--- config.mk ---
export PLATFORM = sky130hd
export DESIGN_NAME = vgrc_ram
export DESIGN_NICKNAME = d
export VERILOG_FILES = /design/src/design/vgrc_ram.sv
export SDC_FILE = /design/constraint.sdc
export NUM_CORES = 2
export LEC_CHECK = 0
export BUFFER_PORTS_ARGS = -buffer_cell sky130_fd_sc_hd__clkbuf_2
export CORE_MARGIN = 10
export CORE_UTILIZATION = 65
export CTS_BUF_LIST = sky130_fd_sc_hd__clkbuf_4 sky130_fd_sc_hd__clkbuf_8 sky130_fd_sc_hd__clkbuf_16
export CTS_CLUSTER_SIZE = 20
export DETAILED_ROUTE_END_ITERATION = 12
export PLACE_DENSITY = 0.78
export SETUP_SLACK_MARGIN = 0.5
export SYNTH_ARGS = -nofsm -noshare
export SYNTH_HDL_FRONTEND = slang
export SYNTH_SLANG_ARGS = --single-unit
--- constraint.sdc ---
create_clock -name clk -period 4.1 [get_ports clk]
set_clock_uncertainty 0.05 [all_clocks]
set_input_delay 0.205 -clock clk [delete_from_list [all_inputs] [get_ports clk]]
set_output_delay 0.205 -clock clk [all_outputs]
set_load 0.01 [all_outputs]
--- src/design/vgrc_ram.sv ---
`timescale 1ns / 1ps
// ----------------------------------------------------------------------------
// vgrc_ram
// Generic simple dual-port RAM, one write and one registered read port.
// ----------------------------------------------------------------------------
module vgrc_ram #(
  parameter int WIDTH = 2,
  parameter int DEPTH = 1024
) (
  input  logic                     clk,
  input  logic                     we,
  input  logic [$clog2(DEPTH)-1:0] waddr,
  input  logic [WIDTH-1:0]         wdata,
  input  logic [$clog2(DEPTH)-1:0] raddr,
  output logic [WIDTH-1:0]         rdata
);

  logic [WIDTH-1:0] mem [DEPTH];

  always_ff @(posedge clk) begin
    if (we) begin
      mem[waddr] <= wdata;
    end
    rdata <= mem[raddr];
  end

endmodule

# Word level (Yosys, flattened, before mapping)
# Memories as Yosys holds them, arrays and structs flattened. A register that Yosys moved wholly into a read port is not among the register bits.
# Index checks and enable logic that the tools add are counted.
[word_totals]
out_inout_bits = 2
register_bits = 0
input_bits = 24
ramBits = 2048
memories = 1
word_cells = 3
[mem_list]
columns = ["memory", "depth", "width", "read_ports", "rd_clocked_by_memory_dff", "wr", "line_no", "source"]
rows = [
  ["mem", 1024, 2, 1, 1, 1, "18", "logic [WIDTH-1:0] mem [DEPTH];"],
]
[classes]
mux = 2
[ops]
columns = ["op", "count"]
rows = [
  ["1-bit 2-to-1 mux", 2],
]

# Longest topological paths before layout
[depth]
word_depth = 2
depth_mapped = 15
depth_no_buf = 8

# Worst setup path before layout
# OpenSTA, ideal clock, no wires.
[synth_path]
path_kind = "input to register"
startpoint = "in raddr[0]"
endpoint = "reg rdata[1] (read register of mem)"
setup_slack_ns = 1.483
setup_time_ns = 0.140
path_buffers = 5
arrival_time_ns = 2.427
stages = 12
path_cell_list = "buf_6 > buf_12 > buf_8 > buf_6 > buf_6 > mux4_2 > a221oi_1 > o21ai_0 > nor3_1 > o31ai_1 > o31ai_1 > nand4_1"
[synth_lines]
columns = ["element", "line_no", "source"]
rows = [
  ["start, declared", "14", "input logic [$clog2(DEPTH)-1:0] raddr,"],
  ["end, declared", "15", "output logic [WIDTH-1:0] rdata"],
]

==> results_dict.tcl <==
set metrics [dict create \
    vias 48000 \
    io_pins 26 \
    r2r_cells 8 \
    ant_nets 0 \
    crit_top_cell "mux4_2" \
    crit_buf_inv 1 \
    path_class "register to register" \
    cp_slowest_stage_delay_ns 0.71 \
    gp_congestion 0.8803 \
    finalSetupTns_ns 0 \
    p_per_area_mw_per_mm2 468.4 \
    cts_buffers 195 \
    yosysTopAreaCellShare_pct 73.42 \
    drt_first_iter_violations 7918 \
    core_mm2 0.1278 \
    rsz0062_at_grt "false" \
    holdPathStages 6 \
    synth_seq_area_share_pct 73.47 \
    clockBufferDepth 3 \
    fin_ws_ns 0.9769 \
    grt_pass1_vias 47840 \
    setup_viol 0 \
    final_nets 4888 \
    pwr-share-seq_pct 52.9 \
    cp.depth 8 \
    h-tree-depth 4 \
    die-area_mm2 0.1436 \
    gr-total-overflow 0 \
    holdCritPathClass "primary input to register" \
    crit_required_ns 4.74 \
    postCtsHoldBufs 11 \
    synth-edff-count 2048 \
    drive_gt1_share_pct 21.37 \
    synth_nets 4817 \
    path_clk_slew_ns 0.06 \
    cts_setup_buffers 0 \
    hold_violations 0 \
    ir_worst_vdd_v 0.0003889 \
    grt_util_all_layers_pct 32.05 \
    postLayoutCellArea_mm2 0.09319 \
    antenna_found_initial 15 \
    crit_chain "mux4_2, mux4_2, a22o_1, nor4_1, buf_4, nor3_1, o311ai_0, nand4_1" \
    cts-resized-gates 0 \
    grt_max_degree 148 \
    first_pass_iters 8 \
    status "finished clean" \
    place_hpwl_um 129100 \
    die_w_um 379.0 \
    cts_sinks 2050 \
    cp_max_fo 2 \
    initial_core_util_pct 65.51 \
    place_area_mm2 0.08656 \
    endpoint_kind "register" \
    synthTopCellsByCount "edfxtp_1 (2048), nor2_1 (1054), mux4_2 (449)" \
    syn_avg_cell_area_um2 17.48 \
    synthTopCellsByArea "edfxtp_1 (73%), mux4_2 (12%), nor2_1 (4.7%)" \
    cts_tree "yes" \
    syn-cell-area_mm2 0.08376 \
    ys.flop_type "edfxtp_1" \
    min_period_ns 3.123 \
    worst_slew_pin_slew_ns 1.256 \
    yosysTopAreaCell "edfxtp_1" \
    vias_per_cell 7.166 \
    p_comb_share_pct 5.2 \
    synth_most_common_cell "edfxtp_1" \
    synth-async-reset-ratio_pct 0 \
    min_period_over_period_pct 76.17 \
    p_sw_share_pct 21.37 \
    drc 0 \
    clockRootBuffer "clkbuf_16" \
    placementRows 131 \
    wl_per_cell_um 34.15 \
    start_kind "register" \
    wl_um 228700 \
    area_growth_pct 11.26 \
    syn_inst 4793 \
    ys_warn_count 0 \
    synth_cell_type_count 66 \
    switchingPower_mw 9.330 \
    clock_latency_ns 0.85 \
    portBuffers 25 \
    cp_top_family "multiplexers" \
    max_cap_viol_count 0 \
    ys_seq_elements 2050 \
    grt_pass1_wl_um 329100 \
    fin_total_pwr_mw 43.65 \
    p_clk_share_pct 41.9 \
    intPower_mw 34.32 \
    place_ws_ns 0.4632 \
    slowest_stage "nor4_1" \
    p_leak_nw 28.70 \
    die_h_um 379.0 \
    relSlewSlack_pct 16.08 \
    final-max-slew-violation-count 0 \
    critPathArrivalTime_ns 3.77 \
    fmax_ghz 0.3202 \
]
==> cell families after synthesis <==
family                 count (synthesis)  synth area share [%]
muxes                                664                 14.66
and+or+nand+nor                     1324                 6.403
AOI/OAI and AO/OA                    353                 2.979
buffers and inverters                402                 2.489
DFF                                 2050                 73.47
==> layer usage <==
metal  wire [µm]  up-vias  global-route usage, %
li1            -    19020                      -
met1       77480    24440                  42.45
met2      108400     3794                  49.90
met3       31090      726                  8.820
met4       11650        8                  15.06
met5          52        -                      0
==> final timing paths <==
kind	startpoint	end	slack (ns)
worst max register to register	mem[57][0]	rdata[0]	0.98
worst min register to register	mem[247][0]	rdata[0]	1.14
worst max-delay path	mem[57][0]	rdata[0]	0.98
worst min-delay path	raddr[8]	rdata[0]	0.07
==> cells in the final DEF, fill, tap and decap left out, types with 8 or more instances in the layout <==
| master | n |
|---|---|
| nor2_1 | 1052 |
| a21oi_1 | 70 |
| nand4_1 | 13 |
| mux2i_1 | 205 |
| a22o_1 | 13 |
| o221ai_1 | 82 |
| nand3_4 | 20 |
| mux2_2 | 8 |
| nand3_1 | 15 |
| nor3_1 | 45 |
| o21ai_0 | 36 |
| clkbuf_16 | 197 |
| clkbuf_2 | 18 |
| diode_2 | 15 |
| a22oi_1 | 45 |
| a211oi_1 | 13 |
| a221oi_1 | 13 |
| nand2_1 | 90 |
| o22ai_1 | 45 |
| buf_12 | 42 |
| dlygate4sd3_1 | 11 |
| buf_4 | 194 |
| mux4_2 | 449 |
| clkinv_2 | 35 |
| edfxtp_1 | 2048 |
| nor3b_1 | 10 |
| nor4_1 | 9 |
| clkbuf_4 | 36 |
| clkinv_1 | 45 |
| and3_1 | 8 |
| bufinv_16 | 22 |
| nor2b_1 | 9 |
==> power by group through the flow <==
stage	Clock (mW)	Sequential, mW	Combinational, mW
2_1_floorplan	0	23.5	1.20
3_3_place_gp	0	23.5	2.16
6_report	18.3	23.1	2.27
5_1_grt	19.1	23.1	2.35
3_5_place_dp	0	23.5	2.19
4_1_cts	18.3	23.1	2.22
==> stage by stage <==
step	std cells	hold WS (ns)	util (%)
after floorplan	4793	0.2539	-
after global placement	6318	0.6559	67.70
after detailed placement	6318	0.6525	67.70
after CTS	6683	0.001465	72.86
after global routing	6683	0.07681	72.86
final	6698	0.06885	72.89
==> cell type report <==
cell class / instances / area [µm²]
diodes: 15 / 37.54
clock buffers: 233 / 5200
clock inverters: 121 / 1282
fillers: 7201 / 34660
inverters: 6 / 23.77
multi-input cells: 2341 / 20460
flip-flops and latches: 2050 / 61540
well taps: 1662 / 2079
repair buffers: 270 / 2562
==> flip-flops by register name, indices dropped and copies added, names as in the netlist <==
signal,flops
mem,2048
rdata,2
==> worst reg2reg max path: stages, from the launching register on <==
cell      delay [ns]
edfxtp_1        0.40
mux4_2          0.48
mux4_2          0.52
a22o_1          0.24
nor4_1          0.71
buf_4           0.25
nor3_1          0.07
o311ai_0        0.13
nand4_1         0.15
(Power assumes the default switching activity.)
