$ cat src/design/vgrc_pkg.sv
`timescale 1ns / 1ps
// ----------------------------------------------------------------------------
// vgrc_pkg
// Shared constants, codes and helpers for the voxel grid ray carve block.
// ----------------------------------------------------------------------------
package vgrc_pkg;

  localparam int GRID_X = 64;
  localparam int GRID_Y = 64;
  localparam int GRID_Z = 32;

  localparam int X_W    = 6;
  localparam int Y_W    = 6;
  localparam int Z_W    = 5;
  localparam int CELL_W = 2;

  localparam int DEPTH  = GRID_X * GRID_Y * GRID_Z;
  localparam int ADDR_W = $clog2(DEPTH);

  localparam int C_MAX  = (X_W > Y_W) ? ((X_W > Z_W) ? X_W : Z_W)
                                      : ((Y_W > Z_W) ? Y_W : Z_W);
  localparam int ACC_W  = 2 * C_MAX + 1;

  localparam int CFG_IDX_W  = 3;
  localparam int CFG_DATA_W = 6;

  localparam logic [CFG_IDX_W-1:0] REG_ORIGIN_X = 3'd0;
  localparam logic [CFG_IDX_W-1:0] REG_ORIGIN_Y = 3'd1;
  localparam logic [CFG_IDX_W-1:0] REG_ORIGIN_Z = 3'd2;
  localparam logic [CFG_IDX_W-1:0] REG_ELIM_EN  = 3'd3;
  localparam logic [CFG_IDX_W-1:0] REG_ELIM_X   = 3'd4;
  localparam logic [CFG_IDX_W-1:0] REG_ELIM_Y   = 3'd5;
  localparam logic [CFG_IDX_W-1:0] REG_ELIM_Z   = 3'd6;

  localparam logic [1:0] FUNC_WRITE    = 2'd0;
  localparam logic [1:0] FUNC_READ     = 2'd1;
  localparam logic [1:0] FUNC_CARVE    = 2'd2;
  localparam logic [1:0] FUNC_FRONTIER = 2'd3;

  localparam logic [CELL_W-1:0] CS_UNKNOWN      = 2'd0;
  localparam logic [CELL_W-1:0] CS_OCCUPIED     = 2'd1;
  localparam logic [CELL_W-1:0] CS_FREE         = 2'd2;
  localparam logic [CELL_W-1:0] CS_NOT_FRONTIER = 2'd3;

  localparam logic [1:0] STAT_OK        = 2'd0;
  localparam logic [1:0] STAT_RANGE     = 2'd1;
  localparam logic [1:0] STAT_NOT_OCC   = 2'd2;
  localparam logic [1:0] STAT_ORIGIN    = 2'd3;

  typedef struct packed {
    logic load;
    logic step;
  } dda_ctrl_t;

  function automatic logic in_grid(input logic [X_W-1:0] x, input logic [Y_W-1:0] y,
                                   input logic [Z_W-1:0] z);
    return (32'(x) < GRID_X) && (32'(y) < GRID_Y) && (32'(z) < GRID_Z);
  endfunction

  function automatic logic [ADDR_W-1:0] cell_addr(input logic [X_W-1:0] x,
                                                  input logic [Y_W-1:0] y,
                                                  input logic [Z_W-1:0] z);
    return ADDR_W'(x) + ADDR_W'(GRID_X) * (ADDR_W'(y) + ADDR_W'(GRID_Y) * ADDR_W'(z));
  endfunction

endpackage

$ cat src/design/vgrc_dda.sv
`timescale 1ns / 1ps
// ----------------------------------------------------------------------------
// vgrc_dda
// 3D voxel stepper: exact crossing order by incremental cross products.
// ----------------------------------------------------------------------------
module vgrc_dda (
  input  logic                      clk,
  input  vgrc_pkg::dda_ctrl_t       ctrl,
  input  logic [vgrc_pkg::X_W-1:0]  sx,
  input  logic [vgrc_pkg::Y_W-1:0]  sy,
  input  logic [vgrc_pkg::Z_W-1:0]  sz,
  input  logic [vgrc_pkg::X_W-1:0]  ex,
  input  logic [vgrc_pkg::Y_W-1:0]  ey,
  input  logic [vgrc_pkg::Z_W-1:0]  ez,
  output logic [vgrc_pkg::X_W-1:0]  cx,
  output logic [vgrc_pkg::Y_W-1:0]  cy,
  output logic [vgrc_pkg::Z_W-1:0]  cz,
  output logic                      at_end
);

  localparam int AW = vgrc_pkg::ACC_W;

  logic [vgrc_pkg::X_W-1:0] tx, dx;
  logic [vgrc_pkg::Y_W-1:0] ty, dy;
  logic [vgrc_pkg::Z_W-1:0] tz, dz;
  logic                     px, py, pz;
  // (k_a + 1) * d_b for each ordered pair of axes
  logic [AW-1:0] axy, axz, ayx, ayz, azx, azy;
  logic          e_xy, e_xz, e_yz, mv_x, mv_y;

  assign at_end = (cx == tx) && (cy == ty) && (cz == tz);

  assign e_xy = (dx != '0) && ((dy == '0) || (axy < ayx));
  assign e_xz = (dx != '0) && ((dz == '0) || (axz < azx));
  assign e_yz = (dy != '0) && ((dz == '0) || (ayz < azy));
  assign mv_x = e_xy && e_xz;
  assign mv_y = !e_xy && e_yz;

  always_ff @(posedge clk) begin
    if (ctrl.load) begin
      cx  <= sx;
      cy  <= sy;
      cz  <= sz;
      tx  <= ex;
      ty  <= ey;
      tz  <= ez;
      px  <= (ex >= sx);
      py  <= (ey >= sy);
      pz  <= (ez >= sz);
      dx  <= (ex >= sx) ? ex - sx : sx - ex;
      dy  <= (ey >= sy) ? ey - sy : sy - ey;
      dz  <= (ez >= sz) ? ez - sz : sz - ez;
      axy <= AW'((ey >= sy) ? ey - sy : sy - ey);
      axz <= AW'((ez >= sz) ? ez - sz : sz - ez);
      ayx <= AW'((ex >= sx) ? ex - sx : sx - ex);
      ayz <= AW'((ez >= sz) ? ez - sz : sz - ez);
      azx <= AW'((ex >= sx) ? ex - sx : sx - ex);
      azy <= AW'((ey >= sy) ? ey - sy : sy - ey);
    end else if (ctrl.step) begin
      if (mv_x) begin
        cx  <= px ? cx + 1'b1 : cx - 1'b1;
        axy <= axy + AW'(dy);
        axz <= axz + AW'(dz);
      end else if (mv_y) begin
        cy  <= py ? cy + 1'b1 : cy - 1'b1;
        ayx <= ayx + AW'(dx);
        ayz <= ayz + AW'(dz);
      end else begin
        cz  <= pz ? cz + 1'b1 : cz - 1'b1;
        azx <= azx + AW'(dx);
        azy <= azy + AW'(dy);
      end
    end
  end

endmodule

$ cat config.mk
export PLATFORM = sky130hd
export DESIGN_NAME = vgrc_dda
export DESIGN_NICKNAME = d
export VERILOG_FILES = /design/src/design/vgrc_pkg.sv /design/src/design/vgrc_dda.sv
export SDC_FILE = /design/constraint.sdc
export NUM_CORES = 1
export LEC_CHECK = 0
export ABC_AREA = 1
export BUFFER_PORTS_ARGS = -buffer_cell sky130_fd_sc_hd__buf_4
export CAP_MARGIN = 20
export CORE_UTILIZATION = 60
export DETAILED_ROUTE_END_ITERATION = 12
export PLACE_DENSITY_LB_ADDON = 0.05
export SLEW_MARGIN = 20
export SYNTH_ARGS = -nofsm -noshare
export SYNTH_HDL_FRONTEND = slang
export SYNTH_SLANG_ARGS = --single-unit
$ cat constraint.sdc
create_clock -name clk -period 9.4 [get_ports clk]
set_input_delay 1.41 -clock clk [delete_from_list [all_inputs] [get_ports clk]]
set_output_delay 1.41 -clock clk [all_outputs]
set_load 0.005 [all_outputs]
; After elaboration in Yosys (flattened, before gate mapping)
; Cells that the tools add are included.
[totals]
n_memories = 0
mem_bits_rw = 0
input_bits = 37
wordCells = 116
latch_bits = 0
regBits = 132
output_inout_bits = 18
romBits = 0
[classes]
add_sub_neg = 24
n_eq_ne = 5
n_mux = 42
magnitude_cmp = 6
bitwise = 0
div = 0
n_reduce_logical = 21
n_shift = 0
multipliers = 0
[ops]
columns = cell, count
row1 = 13-bit 2-to-1 mux, 25
row2 = 6-bit 2-to-1 mux, 11
row3 = 13-bit by 6-bit adder with 13-bit output, 4
row4 = 13-bit < comparator, 3
row5 = 5-bit 2-to-1 mux, 6
row6 = 6-bit by 6-bit subtractor with 7-bit output, 4
row7 = 13-bit by 5-bit adder with 13-bit output, 2
row8 = 6-bit subtractor, 4
row9 = "6-bit by 1-bit adder with 6-bit output, second input constant", 2
row10 = 6-bit equality test, 2
row11 = 6-bit greater-or-equal comparator, 2
row12 = 6-bit nonzero test, 2
row13 = 5-bit by 5-bit subtractor with 6-bit output, 2
row14 = "6-bit by 1-bit subtractor with 6-bit output, second input constant", 2
row15 = 5-bit subtractor, 2
row16 = 1-bit logical AND, 7
row17 = 6-bit logical NOT, 1
row18 = 3-bit AND reduction, 2
row19 = 2-bit nonzero test, 3
row20 = "5-bit by 1-bit adder with 5-bit output, second input constant", 1
row21 = 5-bit equality test, 1
row22 = 5-bit greater-or-equal comparator, 1
row23 = 5-bit logical NOT, 1
row24 = "5-bit by 1-bit subtractor with 5-bit output, second input constant", 1
row25 = other kinds (4), 7

; Longest topological paths before layout
[logic_depth]
depth_word = 9
ltp_mapped = 13
mapped_depth_nobuf = 13

; Least setup slack after synthesis
; No wires, ideal clock.
[synth_path]
kind = input to register
from = input port ctrl[0] (netlist name)
to = register axy[0], enable pin
setup_ns = 0.466
arrival_time_ns = 3.737
path_stages = 2
required_ns = 8.934
path_buffers = 0
path_slack_ns = 5.198
cell_sequence = inv_1 -> o21ai_0
[synth_between]
elab_chain_len = 2
[synth_lines]
columns = item, line
row1 = start: declaration, vgrc_dda.sv:8  ; input vgrc_pkg::dda_ctrl_t ctrl,
row2 = 2-bit nonzero test (no line), -
row3 = 2-bit AND reduction (no line), -
row4 = end signal: assignment, vgrc_dda.sv:53  ; axy <= AW'((ey >= sy) ? ey - sy : sy - ey);
row5 = end signal: assignment, vgrc_dda.sv:62  ; axy <= axy + AW'(dy);
row6 = end: declaration, vgrc_dda.sv:28  ; logic [AW-1:0] axy, axz, ayx, ayz, azx, azy;
; Every way passes these cells.
; A chain may end at the register's enable or synchronous reset.

; Worst setup path in the final report
[layout_path]
from = register cx[4] (netlist name)
to = output port at_end
[layout_between]
elab_chain_len = 3
[layout_lines]
columns = item, line
row1 = start: declaration, vgrc_dda.sv:15  ; output logic [vgrc_pkg::X_W-1:0] cx,
row2 = start signal: assignment, vgrc_dda.sv:61  ; cx <= px ? cx + 1'b1 : cx - 1'b1;
row3 = 6-bit equality test, vgrc_dda.sv:31  ; assign at_end = (cx == tx) && (cy == ty) && (cz == tz);
row4 = 1-bit logical AND (2 in series), vgrc_dda.sv:31
row5 = end: declaration, vgrc_dda.sv:18  ; output logic at_end
; Every way passes these cells.

==> results.toml <==
[synthesis]
synthMostInstantiatedCell = "nand2_1"
syn_inst = 1250
synth_common_cells = "nand2_1, inv_1, edfxtp_1"
ys_seq_area_frac = 0.3859
synth_cell_type_count = 43
ys_warn_count = 0
ys.flop_type = "edfxtp_1"
synth_edf_count = 132
synthArstFlopShare = 0
ys_ff_latch = 132
yosysTopAreaCellShare = 0.3859
syn_avg_cell_area_sq_um = 8.217
syn_nets = 1417
synthTopCellsByArea = "edfxtp_1, ha_1, nand2_1, inv_1, a21oi_1"
yosysTopAreaCell = "edfxtp_1"
synth.cell_area_sq_um = 10270

[clocking]
clk_pin_slew_ns = 0.06
cts_buffers = 17
cts_resized = 0
cts_max_level = 4
cts_sinks = 132
clock_path_buffers = 2
post_cts_buffers = 0
postCtsHoldBufs = 0
cts_tree = "done"
clk_latency_ns = 0.43
root_buffer = "clkbuf_16"

[setup_path]
r2r-end = "cz[3]"
endpoint_kind = "output pin"
slowest_stage = "edfxtp_1"
endpoint = "at_end"
required_ns = 7.99
worstPathCellList = "xor2_1, nor4_1, nand2_1, nor3_1, buf_4"
cp-startpoint = "cx[4]"
crit_path_max_incr_delay_ns = 0.45
worstRegToRegCells = 13
critPathKind = "reg -> out"
timing.rr.start = "ayx[10]"
arrival_ns = 1.97
reg2reg_slack_ns = 6.41
crit_fanout = 3
start_kind = "flop"

[timing]
finalSetupTns_ns = 0
layout_min_cycle_time_ns = 3.379
finalWorstSetupSlack_ns = 6.021
max_freq_mhz = 296.0
final-max-slew-violation-count = 0
finalSetupViolations = 0
rsz0062_at_grt = "false"
slew-limit-headroom = 0.3511
tightest_slew_ns = 0.9734
report.final.hold_viol_count = 0
skew_ns = 0.01215
fin_crit_sh = 0.3594

[detailed_routing]
drt_first_pass_iters = 5
avgViaCountPerCell = 5.386
vias = 8278
met3_length_um = 968
routedWlPerCell_um = 14.81
postRouteAntennaNets = 0
wl_met1_mm = 10.80
top_layer_used = "met4"
first_iter_violations = 562
dr_wl_met2_mm = 10.62
routed_wl_mm = 22.76
drcViolationCount = 0

[grt]
grt_pass1_vias = 7924
antenna_found_initial = 0
grt_usage = 0.2709
global_route.overflow_total = 0
grt_max_degree = 83
grt_first_pass_wirelength_mm = 37.85

[placement]
post-place-ws_ns = 5.971
gp_congestion = 0.8930
portBuffers = 54
dp.cells = 1503
hpwl_mm = 16.77

[floorplan]
fp.dieH_um = 132.8
start_util = 0.6172
core-area_sq_um = 16640
fp-row-count = 47
die_x_um = 132.8
die-area_sq_um = 17650
io_pins = 55

[layout]
nets = 1471
diodes = 0
final_cells = 1537
drive_gt1_frac = 0.09188
syn2layout_area_growth_pct = 11.99

[power_and_ir_drop]
peakVddDrop_mv = 0.1592
report.power.total_mw = 2.984
leakage_nw = 5.586
powerDensity_nw_per_um2 = 259.4

[status]
run_status = "completed"

[run]
max_cap_violations = 0

[worst_hold_path]
hold_path.class = "reg -> reg"
-- flip-flops by register name, indices dropped and copies added, names as in the netlist --
register,cells
dy,6
py,1
dz,5
axy,13
ty,6
tz,5
px,1
azy,13
cy,6
ayz,13
ayx,13
cx,6
dx,6
tx,6
cz,5
azx,13
pz,1
axz,13
-- through the flow --
stage	cell area [sq um]	hold WS, ns	utilization
after CTS	11450	0.6258	0.6878
after floorplan	10270	0.5673	-
after global placement	10870	0.5893	0.6530
final	11500	0.6169	0.6912
after detailed placement	10870	0.6078	0.6530
after global routing	11500	0.6679	0.6912
-- cell families (layout without fill, tap and decap cells) --
logic type	after synthesis	after routing	share of synthesized area
compound gates	206	206	0.1117
buf+inv	193	260	0.07443
simple gates	543	543	0.2194
flops	132	132	0.3859
fa+ha+maj	130	130	0.1693
xor+xnor	46	46	0.03923
-- layout by cell type, fill, tap and decap left out, types with 3 or more instances in the layout --
master and count:
nor2_1 72, a31oi_1 7, a21o_1 3, and2_1 4, nor3_1 18, o211ai_1 5
inv_1 164, nand2_1 358, o21ai_4 3, nand3_2 5, nand4_1 9, or2_2 8
xnor2_1 12, a21oi_2 3, inv_6 4, clkinv_4 4, nand2_2 3, edfxtp_1 132
xor2_1 34, ha_1 115, o21a_1 4, fa_1 15, nor4_1 4, inv_2 5
a21oi_1 78, buf_4 57, o22ai_1 3, o21ai_0 76, o21bai_1 8, o21ai_1 6
clkbuf_16 17, nand3_1 60
-- metal layers --
layer / vias to the layer above / global-route usage
li1: 4287 / -
met1: 3751 / 0.3733
met2: 210 / 0.4433
met3: 30 / 0.03831
met4: 0 / 0.08110
met5: - / 0
-- worst min-delay path by stage --
stage	startpoint	to	slack, ns	cells after the start
4_1_cts	azx[10]	azx[10]	0.63	2
5_1_grt	azx[10]	azx[10]	0.67	2
6_report	azx[10]	azx[10]	0.62	2
3_5_place_dp	azx[10]	azx[10]	0.61	2
3_3_place_gp	azx[10]	azx[10]	0.59	2
2_1_floorplan	azx[10]	azx[10]	0.57	2
-- report_power, final --
part / internal, mW / switching, mW
logic: 0.496 / 0.769
registers: 0.890 / 0.162
clock network: 0.392 / 0.275
total: 1.78 / 1.21
-- final cells by class --
class | instances | area, sq um
Multi-Input combinational cell | 925 | 5565
Timing Repair Buffer | 59 | 483.0
Clock inverter | 15 | 155.1
Clock buffer | 17 | 425.4
Fill cell | 1379 | 5140
Tap cell | 220 | 275.3
Sequential cell | 132 | 3964
Inverter | 169 | 634.4
-- critical path, delay by kind of cell, from the launching register on --
kind                   cells  cell delay (ns)
buffers and inverters      1             0.16
flip-flops                 1             0.45
XOR/XNOR                   1             0.21
AND/OR/NAND/NOR            3             0.72
(Power assumes the default switching activity.)
